==> src/hdl/hsv565_pkg.sv <==
// Shared types, constants and codes for the HSV to RGB565 color converter.
`default_nettype none

package hsv565_pkg;

    localparam int CHAN_W      = 8;
    localparam int SECTOR_W    = 3;
    localparam int SECTOR_SIZE = 43;
    localparam int IN_DATA_W   = 24;
    localparam int OUT_DATA_W  = 40;

    localparam logic [CHAN_W-1:0] CHAN_MAX = 8'hFF;

    localparam logic [SECTOR_W-1:0] SEC_RED_YEL = 3'd0;
    localparam logic [SECTOR_W-1:0] SEC_YEL_GRN = 3'd1;
    localparam logic [SECTOR_W-1:0] SEC_GRN_CYN = 3'd2;
    localparam logic [SECTOR_W-1:0] SEC_CYN_BLU = 3'd3;
    localparam logic [SECTOR_W-1:0] SEC_BLU_MAG = 3'd4;
    localparam logic [SECTOR_W-1:0] SEC_MAG_RED = 3'd5;

    typedef struct packed {
        logic load_mul;
        logic load_lvl;
    } hsv565_ctrl_t;

    typedef struct packed {
        logic [SECTOR_W-1:0] sector;
        logic [CHAN_W-1:0]   frac;
        logic [CHAN_W-1:0]   sat;
        logic [CHAN_W-1:0]   val;
    } hsv565_s1_t;

    typedef struct packed {
        logic [SECTOR_W-1:0] sector;
        logic [CHAN_W-1:0]   val;
        logic [CHAN_W-1:0]   p;
        logic [CHAN_W-1:0]   q;
        logic [CHAN_W-1:0]   t;
    } hsv565_lvl_t;

endpackage

`default_nettype wire

==> src/hdl/hsv_to_rgb565.sv <==
// Top level of the HSV to RGB565 color converter with its stream handshake.
`default_nettype none

// Converts one 8-bit hue, saturation and value word into an RGB565 color and the three
// 8-bit channels. The pipeline has four register stages (sector decode, first multiply,
// second multiply, channel select and pack), and one word can enter in every cycle while
// the output is not stalled. Each stage moves on whenever the stage after it is empty or
// moving, so a stall on the output only holds the words that are queued behind it and
// bubbles are squeezed out.

module hsv_to_rgb565
    import hsv565_pkg::*;
(
    input  wire logic                  clk,
    input  wire logic                  rst_n,
    input  wire logic                  s_axis_tvalid,
    output logic                       s_axis_tready,
    // Fields from bit 0 up: hue[7:0], saturation[15:8], brightness[23:16].
    input  wire logic [IN_DATA_W-1:0]  s_axis_tdata,
    output logic                       m_axis_tvalid,
    input  wire logic                  m_axis_tready,
    // Fields from bit 0 up: color565[15:0], red[23:16], green[31:24], blue[39:32].
    output logic [OUT_DATA_W-1:0]      m_axis_tdata
);

    logic s1_vld_reg, s1_vld_next;
    logic s2_vld_reg, s2_vld_next;
    logic s3_vld_reg, s3_vld_next;
    logic out_vld_reg, out_vld_next;

    logic s1_ready, s2_ready, s3_ready, out_ready;

    logic [CHAN_W-1:0]   hue, saturation, brightness;
    logic [SECTOR_W-1:0] sector;
    logic [CHAN_W-1:0]   base;
    logic [CHAN_W-1:0]   rem;
    logic [CHAN_W-1:0]   frac;

    hsv565_s1_t   s1_reg;
    hsv565_ctrl_t ctrl;
    hsv565_lvl_t  lvl;

    logic [CHAN_W-1:0]   red_next, green_next, blue_next;
    logic [CHAN_W-1:0]   red_reg, green_reg, blue_reg;
    logic [2*CHAN_W-1:0] color_reg;

    assign hue        = s_axis_tdata[CHAN_W-1:0];
    assign saturation = s_axis_tdata[2*CHAN_W-1:CHAN_W];
    assign brightness = s_axis_tdata[3*CHAN_W-1:2*CHAN_W];

    assign out_ready = !out_vld_reg || m_axis_tready;
    assign s3_ready  = !s3_vld_reg || out_ready;
    assign s2_ready  = !s2_vld_reg || s3_ready;
    assign s1_ready  = !s1_vld_reg || s2_ready;

    assign s_axis_tready = s1_ready;

    assign s1_vld_next  = s1_ready ? s_axis_tvalid : s1_vld_reg;
    assign s2_vld_next  = s2_ready ? s1_vld_reg : s2_vld_reg;
    assign s3_vld_next  = s3_ready ? s2_vld_reg : s3_vld_reg;
    assign out_vld_next = out_ready ? s3_vld_reg : out_vld_reg;

    always_comb
    begin
        if (hue < CHAN_W'(SECTOR_SIZE))
        begin
            sector = SEC_RED_YEL;
            base   = '0;
        end
        else if (hue < CHAN_W'(2*SECTOR_SIZE))
        begin
            sector = SEC_YEL_GRN;
            base   = CHAN_W'(SECTOR_SIZE);
        end
        else if (hue < CHAN_W'(3*SECTOR_SIZE))
        begin
            sector = SEC_GRN_CYN;
            base   = CHAN_W'(2*SECTOR_SIZE);
        end
        else if (hue < CHAN_W'(4*SECTOR_SIZE))
        begin
            sector = SEC_CYN_BLU;
            base   = CHAN_W'(3*SECTOR_SIZE);
        end
        else if (hue < CHAN_W'(5*SECTOR_SIZE))
        begin
            sector = SEC_BLU_MAG;
            base   = CHAN_W'(4*SECTOR_SIZE);
        end
        else
        begin
            sector = SEC_MAG_RED;
            base   = CHAN_W'(5*SECTOR_SIZE);
        end
        rem  = hue - base;
        frac = (rem << 2) + (rem << 1);
    end

    always_ff @(posedge clk or negedge rst_n)
    begin
        if (!rst_n)
        begin
            s1_vld_reg  <= 1'b0;
            s2_vld_reg  <= 1'b0;
            s3_vld_reg  <= 1'b0;
            out_vld_reg <= 1'b0;
        end
        else
        begin
            s1_vld_reg  <= s1_vld_next;
            s2_vld_reg  <= s2_vld_next;
            s3_vld_reg  <= s3_vld_next;
            out_vld_reg <= out_vld_next;
        end
    end

    always_ff @(posedge clk)
    begin
        if (s1_ready)
        begin
            s1_reg.sector <= sector;
            s1_reg.frac   <= frac;
            s1_reg.sat    <= saturation;
            s1_reg.val    <= brightness;
        end
    end

    assign ctrl.load_mul = s2_ready;
    assign ctrl.load_lvl = s3_ready;

    hsv565_levels u_levels
    (
        .clk  (clk),
        .ctrl (ctrl),
        .s1   (s1_reg),
        .lvl  (lvl)
    );

    always_comb
    begin
        case (lvl.sector)
            SEC_RED_YEL:
            begin
                red_next   = lvl.val;
                green_next = lvl.t;
                blue_next  = lvl.p;
            end
            SEC_YEL_GRN:
            begin
                red_next   = lvl.q;
                green_next = lvl.val;
                blue_next  = lvl.p;
            end
            SEC_GRN_CYN:
            begin
                red_next   = lvl.p;
                green_next = lvl.val;
                blue_next  = lvl.t;
            end
            SEC_CYN_BLU:
            begin
                red_next   = lvl.p;
                green_next = lvl.q;
                blue_next  = lvl.val;
            end
            SEC_BLU_MAG:
            begin
                red_next   = lvl.t;
                green_next = lvl.p;
                blue_next  = lvl.val;
            end
            default:
            begin
                red_next   = lvl.val;
                green_next = lvl.p;
                blue_next  = lvl.q;
            end
        endcase
    end

    always_ff @(posedge clk)
    begin
        if (out_ready)
        begin
            red_reg   <= red_next;
            green_reg <= green_next;
            blue_reg  <= blue_next;
            color_reg <= {red_next[7:3], green_next[7:2], blue_next[7:3]};
        end
    end

    assign m_axis_tvalid = out_vld_reg;
    assign m_axis_tdata  = {blue_reg, green_reg, red_reg, color_reg};

    // A full pipeline with a stalled output must refuse new words.
    assert property (@(posedge clk) disable iff (!rst_n)
        (s1_vld_reg && s2_vld_reg && s3_vld_reg && out_vld_reg && !m_axis_tready)
        |-> !s_axis_tready)
    else $error("input accepted while the pipeline is full and stalled");

    // An accepted word always occupies the first stage on the next cycle.
    assert property (@(posedge clk) disable iff (!rst_n)
        (s_axis_tvalid && s_axis_tready) |=> s1_vld_reg)
    else $error("accepted word was lost at the first stage");

    // The packed color must agree with the unpacked channels.
    assert property (@(posedge clk) disable iff (!rst_n)
        m_axis_tvalid |-> (m_axis_tdata[15:11] == m_axis_tdata[23:19]
                           && m_axis_tdata[10:5] == m_axis_tdata[31:26]
                           && m_axis_tdata[4:0] == m_axis_tdata[39:35]))
    else $error("packed color does not match the channel values");

endmodule

`default_nettype wire

==> src/hdl/hsv565_levels.sv <==
// Multiply stages that form the p, q and t levels from a decoded hue sector.
`default_nettype none

module hsv565_levels
    import hsv565_pkg::*;
(
    input  wire logic         clk,
    input  wire hsv565_ctrl_t ctrl,
    input  wire hsv565_s1_t   s1,
    output hsv565_lvl_t       lvl
);

    logic [SECTOR_W-1:0] s2_sector_reg;
    logic [CHAN_W-1:0]   s2_val_reg;
    logic [CHAN_W-1:0]   s2_p_reg;
    logic [CHAN_W-1:0]   s2_sf_reg;
    logic [CHAN_W-1:0]   s2_st_reg;

    logic [2*CHAN_W-1:0] p_prod;
    logic [2*CHAN_W-1:0] sf_prod;
    logic [2*CHAN_W-1:0] st_prod;
    logic [2*CHAN_W-1:0] q_prod;
    logic [2*CHAN_W-1:0] t_prod;

    hsv565_lvl_t lvl_reg;

    always_comb
    begin
        p_prod  = (2*CHAN_W)'(s1.val) * (2*CHAN_W)'(CHAN_MAX - s1.sat);
        sf_prod = (2*CHAN_W)'(s1.sat) * (2*CHAN_W)'(s1.frac);
        st_prod = (2*CHAN_W)'(s1.sat) * (2*CHAN_W)'(CHAN_MAX - s1.frac);
        q_prod  = (2*CHAN_W)'(s2_val_reg) * (2*CHAN_W)'(CHAN_MAX - s2_sf_reg);
        t_prod  = (2*CHAN_W)'(s2_val_reg) * (2*CHAN_W)'(CHAN_MAX - s2_st_reg);
    end

    always_ff @(posedge clk)
    begin
        if (ctrl.load_mul)
        begin
            s2_sector_reg <= s1.sector;
            s2_val_reg    <= s1.val;
            s2_p_reg      <= p_prod[2*CHAN_W-1:CHAN_W];
            s2_sf_reg     <= sf_prod[2*CHAN_W-1:CHAN_W];
            s2_st_reg     <= st_prod[2*CHAN_W-1:CHAN_W];
        end
        if (ctrl.load_lvl)
        begin
            lvl_reg.sector <= s2_sector_reg;
            lvl_reg.val    <= s2_val_reg;
            lvl_reg.p      <= s2_p_reg;
            lvl_reg.q      <= q_prod[2*CHAN_W-1:CHAN_W];
            lvl_reg.t      <= t_prod[2*CHAN_W-1:CHAN_W];
        end
    end

    assign lvl = lvl_reg;

endmodule

`default_nettype wire
==> config.mk <==
export PLATFORM = sky130hd
export DESIGN_NAME = hsv_to_rgb565
export DESIGN_NICKNAME = d
export VERILOG_FILES = /design/src/hdl/hsv565_pkg.sv /design/src/hdl/hsv_to_rgb565.sv /design/src/hdl/hsv565_levels.sv
export SDC_FILE = /design/constraint.sdc
export NUM_CORES = 1
export LEC_CHECK = 0
export BUFFER_PORTS_ARGS = -buffer_cell sky130_fd_sc_hd__buf_2
export CORE_MARGIN = 8
export CORE_UTILIZATION = 60
export CTS_CLUSTER_SIZE = 12
export DETAILED_ROUTE_END_ITERATION = 8
export MAX_ROUTING_LAYER = met4
export PLACE_DENSITY_LB_ADDON = 0.05
export SLEW_MARGIN = 5
export SYNTH_ARGS = -nofsm -noshare
export SYNTH_HDL_FRONTEND = slang
export SYNTH_SLANG_ARGS = --single-unit
==> constraint.sdc <==
create_clock -name clk -period 7.32 [get_ports clk]
set_clock_uncertainty 0.1 [all_clocks]
set_input_delay 0.366 -clock clk [delete_from_list [all_inputs] [get_ports clk]]
set_output_delay 0.366 -clock clk [all_outputs]
set_load 0.03 [all_outputs]
* After elaboration in Yosys (flattened, before gate mapping)
Index checks and enable logic that the tools add are counted.
Storage, ports and cells: flip-flop bits (word level) 141, input bits 28, output and inout bits 42, word-level logic and storage cells 71
Operators by class: $add $sub $neg 6, $mul 5, magnitude comparators 5, equal/unequal tests 4, multiplexer cells 12, reduce and logical (&&, ||, !) cells 15
Operator list (count):
- $pmux 8 s3 | 3
- $mul 8x16->16 | 4
- $sub 8x8->9 const A | 4
- $mux 7 | 5
- $lt 8x8->1 const B | 3
- $mul 8x8->16 | 1
- $reduce_or 2->1 | 5
- $add 8x8->8 | 1
- $lt 8x6->1 const B | 1
- $lt 8x7->1 const B | 1
- $sub 7x7->7 | 1
- $eq 3x2->1 const B | 2
- $logic_not 1->1 | 4
- $logic_or 1x1->1 | 4
- $mux 2 | 2
- $reduce_or 4->1 | 1
- $eq 3x1->1 const B | 1
- $eq 3x3->1 const B | 1
- $logic_not 3->1 | 1
- $mux 1 | 2

* Depth between registers and ports, before layout
word-level depth 8, mapped depth 18, depth with buffers taken out 18

* Hierarchy
A second synthesis with hierarchy kept.
Second synthesis, totals: cell total of the unflattened synthesis 1520, area, all modules 15494.9 µm²
Modules (own cells, without submodules):
- hsv565_levels | times used 1, cells an instance 1193, area an instance 12019.0 µm², sequential area each 2102.0 µm²
- hsv_to_rgb565 | times used 1, cells an instance 327, area an instance 3475.8 µm², sequential area each 1601.5 µm²

* Least setup slack after synthesis
Ideal clock, no wire load.
kind reg2reg, from register s1_reg[14] (netlist bit), to register u_levels.s2_st_reg[5], data pin, setup time 260 ps, arrival time 4262 ps, required time 6960 ps, path slack 2698 ps, cell stages (with the launch flop) 18, path buffers 1, period minus slack after synthesis 4622 ps, path through edfxtp_1 clkbuf_1 nor2b_1 fa_1 inv_1 fa_1 inv_1 fa_1 inv_1 fa_1 inv_1 ha_1 a2111oi_0 o31a_1 o31a_1 o21ba_2 o21bai_2 xor2_1
Between the ends: longest elaborated chain between the ends 1
RTL lines:
- from (decl) | RTL line hsv_to_rgb565.sv:39 | hsv565_s1_t s1_reg;
- $mul 8x16->16 | RTL line hsv565_levels.sv:31 | st_prod = (2*CHAN_W)'(s1.sat) * (2*CHAN_W)'(CHAN_MAX - s1.frac);
- via u_levels.st_prod[13] | RTL line hsv565_levels.sv:21 | logic [2*CHAN_W-1:0] st_prod;
- to (signal assigned) | RTL line hsv565_levels.sv:44 | s2_st_reg <= st_prod[2*CHAN_W-1:CHAN_W];
- to (decl) | RTL line hsv565_levels.sv:17 | logic [CHAN_W-1:0] s2_st_reg;
The timed path passes the listed nets, and every way through them passes these cells. A chain may end at the register's enable or synchronous reset.

* Worst setup path in the final report
Same ends and word-level chain as after synthesis.

==> parameters.txt <==
Parameter                              Value

Run status
  Outcome ... completed

STA
  Final setup viols ... 0
  Slew Viols, Final ... 0
  Final Cycle Share ... 69.9%
  Peak clock frequency supported by timing ... 195 MHz
  Min cycle time layout ... 5120 ps
  Worst slew slack as a fraction of its limit ... 39.7%
  RSZ-0062 raised after global routing ... false
  Measured slew at the worst slew-check pin ... 904 ps
  Final hold viol count ... 0
  Setup TNS ... 0 ps

Clock tree
  Clock root buffer ... clkbuf_16
  Total CTS buffers ... 17
  Buffers from clock root to sink, at most ... 2
  Number of sinks handled by clock tree synthesis ... 124
  Clock edge transition at the registers on the reported setup and hold paths ... 60 ps
  Clk_lat worst skew ... 420 ps
  CTS tree ... done
  H-Tree Level Count ... 4

Yosys
  Per-instance average area after synthesis ... 10.3 um^2
  Number of synthesized flops with an enable pin ... 120
  Syn. warnings ... 0
  Post-Syn Instances ... 1,453
  Share of the synthesized area in the top cell type ... 24.1%
  Flops & latches, synth ... 124
  Predominant post-synthesis flop cell ... edfxtp_1
  Post-synth cell types ... 60
  Post-synthesis instance area ... 0.0149 mm^2
  Top cells by area, synth ... edfxtp_1, fa_1, ha_1, nor2b_1, inv_1
  Number of nets in the synthesized netlist ... 1,829
  Biggest area consumer among synthesized cells ... edfxtp_1
  Part of the Yosys area used for sequential elements ... 24.8%
  Fraction of registers with async set/reset ... 3.23%

Global route
  Total GRT Usage ... 20.5%
  Number of global-route vias before repair ... 10.1k
  Initial antenna violation count ... 0
  Global-route wire length before repair ... 49,400 um
  Maximum number of pins on one net before global-route repair ... 57
  Global route total overflow ... 0

Finish
  Layout Nets ... 1,863
  Area added between synthesis and finish ... 7.37%
  Largest register FFs ... 35
  Number of fillers in the final layout ... 2,039
  Footprint of the multi-input gates ... 0.00992 mm^2
  Total area of sequential cells ... 0.00370 mm^2
  Diode count ... 0
  Layout cell share with drive strength beyond 1 ... 9.00%

Flow run
  Maximum Capacitance Violations ... 0

Detailed routing
  Violation count after the first detailed-route iteration ... 493
  Final routed wire length divided by cell count ... 15.7 um
  # DRC ... 0
  Antenna-violating nets left ... 0
  DR pass1 iterations ... 5
  Wirelength, routed ... 28,600 um
  Total vias in the final route ... 9,652
  Vias per cell ... 5.29

Worst setup path
  Worst path max stage delay ... 700 ps
  Total buffers and inverters traversed by the critical path ... 4
  Path length in cells of the critical path ... 16
  Type of the setup path with the least slack ... register to register
  CP endpoint kind ... register
  Crit path arrival time ... 5170 ps
  Worst path slowest cell ... edfxtp_1
  Depth of the worst register-to-register path ... 16
  Data required time at the worst endpoint ... 7370 ps
  Largest fanout on the critical path ... 23
  Kind of launch point of the worst setup path ... register
  Family with the most delay on the worst path ... adder cells
  Cell chain of the critical path ... nor2b_1 -> fa_1 -> inv_1 -> fa_1 -> inv_1 -> fa_1 -> inv_1 -> fa_1 -> inv_1 -> ha_1 -> a2111oi_0 -> o31a_1 -> o31a_1 -> o21ba_2 -> o21bai_2 -> xor2_1

Die
  Number of rows in the core area ... 57
  Total I/O pin count ... 70
  Full die area ... 0.0302 mm^2
  Area of the core ... 0.0244 mm^2
  X dimension of the die ... 174 um
  Initial core utilization ... 61.2%
  Overall die height ... 174 um

Placed design
  Placer Congestion ... 0.855
  Post-DP HPWL ... 22,300 um
  Number of buffers inserted by port buffering ... 69

Hold path
  Number of cells on the worst hold path ... 1
  Worst hold path class ... primary input to register
-- layout make-up --
| class | count | share of cell area, % |
|---|---|---|
| Clock inverter | 15 | 0.945 |
| Inverter | 270 | 6.32 |
| Sequential cell | 124 | 23.1 |
| Timing Repair Buffer | 76 | 2.51 |
| Tap cell | 324 | 2.53 |
| Clock buffer | 17 | 2.65 |
| Multi-Input combinational cell | 998 | 61.9 |
-- kinds of logic (layout without fill, tap and decap cells) --
| logic type | Yosys count | after routing | synth area share, % |
|---|---|---|---|
| flip-flops | 124 | 124 | 24.8 |
| adder cells (fa/ha/maj) | 348 | 348 | 37.8 |
| XOR/XNOR | 51 | 51 | 3.08 |
| AND/OR/NAND/NOR | 394 | 394 | 15.5 |
| buffers and inverters | 331 | 378 | 8.73 |
| AO/OA/AOI/OAI | 165 | 165 | 7.23 |
| multiplexers | 40 | 40 | 2.84 |
-- stage by stage --
stage | worst slack [ps] | std cells | area [um^2] | hold WS (ps) | util (%)
after global routing | 1860 | 1824 | 16000 | 2.76 | 65.7
after detailed placement | 2260 | 1790 | 15400 | 81.2 | 63.3
after global placement | 2300 | 1790 | 15400 | 73.9 | 63.3
after CTS | 2230 | 1823 | 16000 | 4.28 | 65.7
after floorplan | 2700 | 1453 | 14900 | -29.6 | -
final | 2200 | 1824 | 16000 | 19.9 | 65.7
-- timing repair --
| action | CTS | global route |
|---|---|---|
| gates resized for setup | 0 | 0 |
| buffers inserted | 0 | 0 |
| hold endpoints to repair | 4 | 1 |
| hold buffers | 1 | 1 |
-- metal layers --
| metal | global-route usage (%) | vias to the layer above | share of wire [%] |
|---|---|---|---|
| li1 | - | 4748 | - |
| met3 | 3.42 | 35 | 3.4 |
| met1 | 26.1 | 4701 | 47 |
| met4 | 5.77 | 0 | 1.9 |
| met2 | 33.3 | 168 | 48 |
| met5 | - | - | 0 |
-- layout by cell type (no fill, tap or decap), types with 4 or more instances in the layout --
cell type  netlist  routed
xnor2_1         28      28
buf_4           16       5
edfxtp_1       120     120
o22ai_1          8       8
dfrtp_1          4       4
nand3_1          8       7
xor2_1          22      22
o21a_1           4       4
o21ai_0         30      30
a211oi_1        14      14
and2_1          44      44
nor2_1          25      25
mux2_2          19      19
nor2b_1        182     182
mux2i_1         21      21
nand2b_1        69      69
nand2_1         39      39
nor3_1           4       4
clkbuf_16        0      17
a32oi_1          4       4
ha_1           177     177
a21o_1          12      12
o21bai_1        11      11
a21oi_1         53      53
inv_6            0       7
buf_2            1      69
fa_1           171     171
inv_1          270     270
-- worst register-to-register path: stages, from the launching register on --
cell	delay (ps)
edfxtp_1	700
nor2b_1	280
fa_1	530
inv_1	60
fa_1	530
inv_1	50
fa_1	530
inv_1	60
fa_1	520
inv_1	40
ha_1	190
a2111oi_0	390
o31a_1	260
o31a_1	220
o21ba_2	180
o21bai_2	60
xor2_1	140
-- synthesized netlist by cell type, types with 8 or more instances --
cell / n
a21o_1: 12
a211oi_1: 14
fa_1: 171
buf_4: 16
and2_1: 44
nand2b_1: 69
ha_1: 177
mux2i_1: 21
nand2_1: 39
a21oi_1: 53
xnor2_1: 28
inv_1: 270
mux2_2: 19
o21bai_1: 11
o21ai_0: 30
nor2b_1: 182
nor2_1: 25
xor2_1: 22
o22ai_1: 8
nand3_1: 8
edfxtp_1: 120
clkbuf_1: 43
-- final timing paths --
| check | start | to | slack [ps] |
|---|---|---|---|
| min in group asynchronous | rst_n | m_axis_tvalid$_DFFE_PN0P_ | 180 |
| max reg2reg | s1_reg[14]$_DFFE_PP_ | u_levels.s2_st_reg[5]$_DFFE_PP_ | 2200 |
| max in group asynchronous | rst_n | s2_vld_reg$_DFFE_PN0P_ | 6810 |
| min reg2reg | u_levels.s2_p_reg[4]$_DFFE_PP_ | u_levels.lvl[20]$_DFFE_PP_ | 310 |
| min | s_axis_tdata[18] | s1_reg[2]$_DFFE_PP_ | 20 |
| max | s1_reg[14]$_DFFE_PP_ | u_levels.s2_st_reg[5]$_DFFE_PP_ | 2200 |
Power is left out: the tool's default activity adds up to more than one toggle a clock period on the data nets, which glitch-free logic cannot reach.
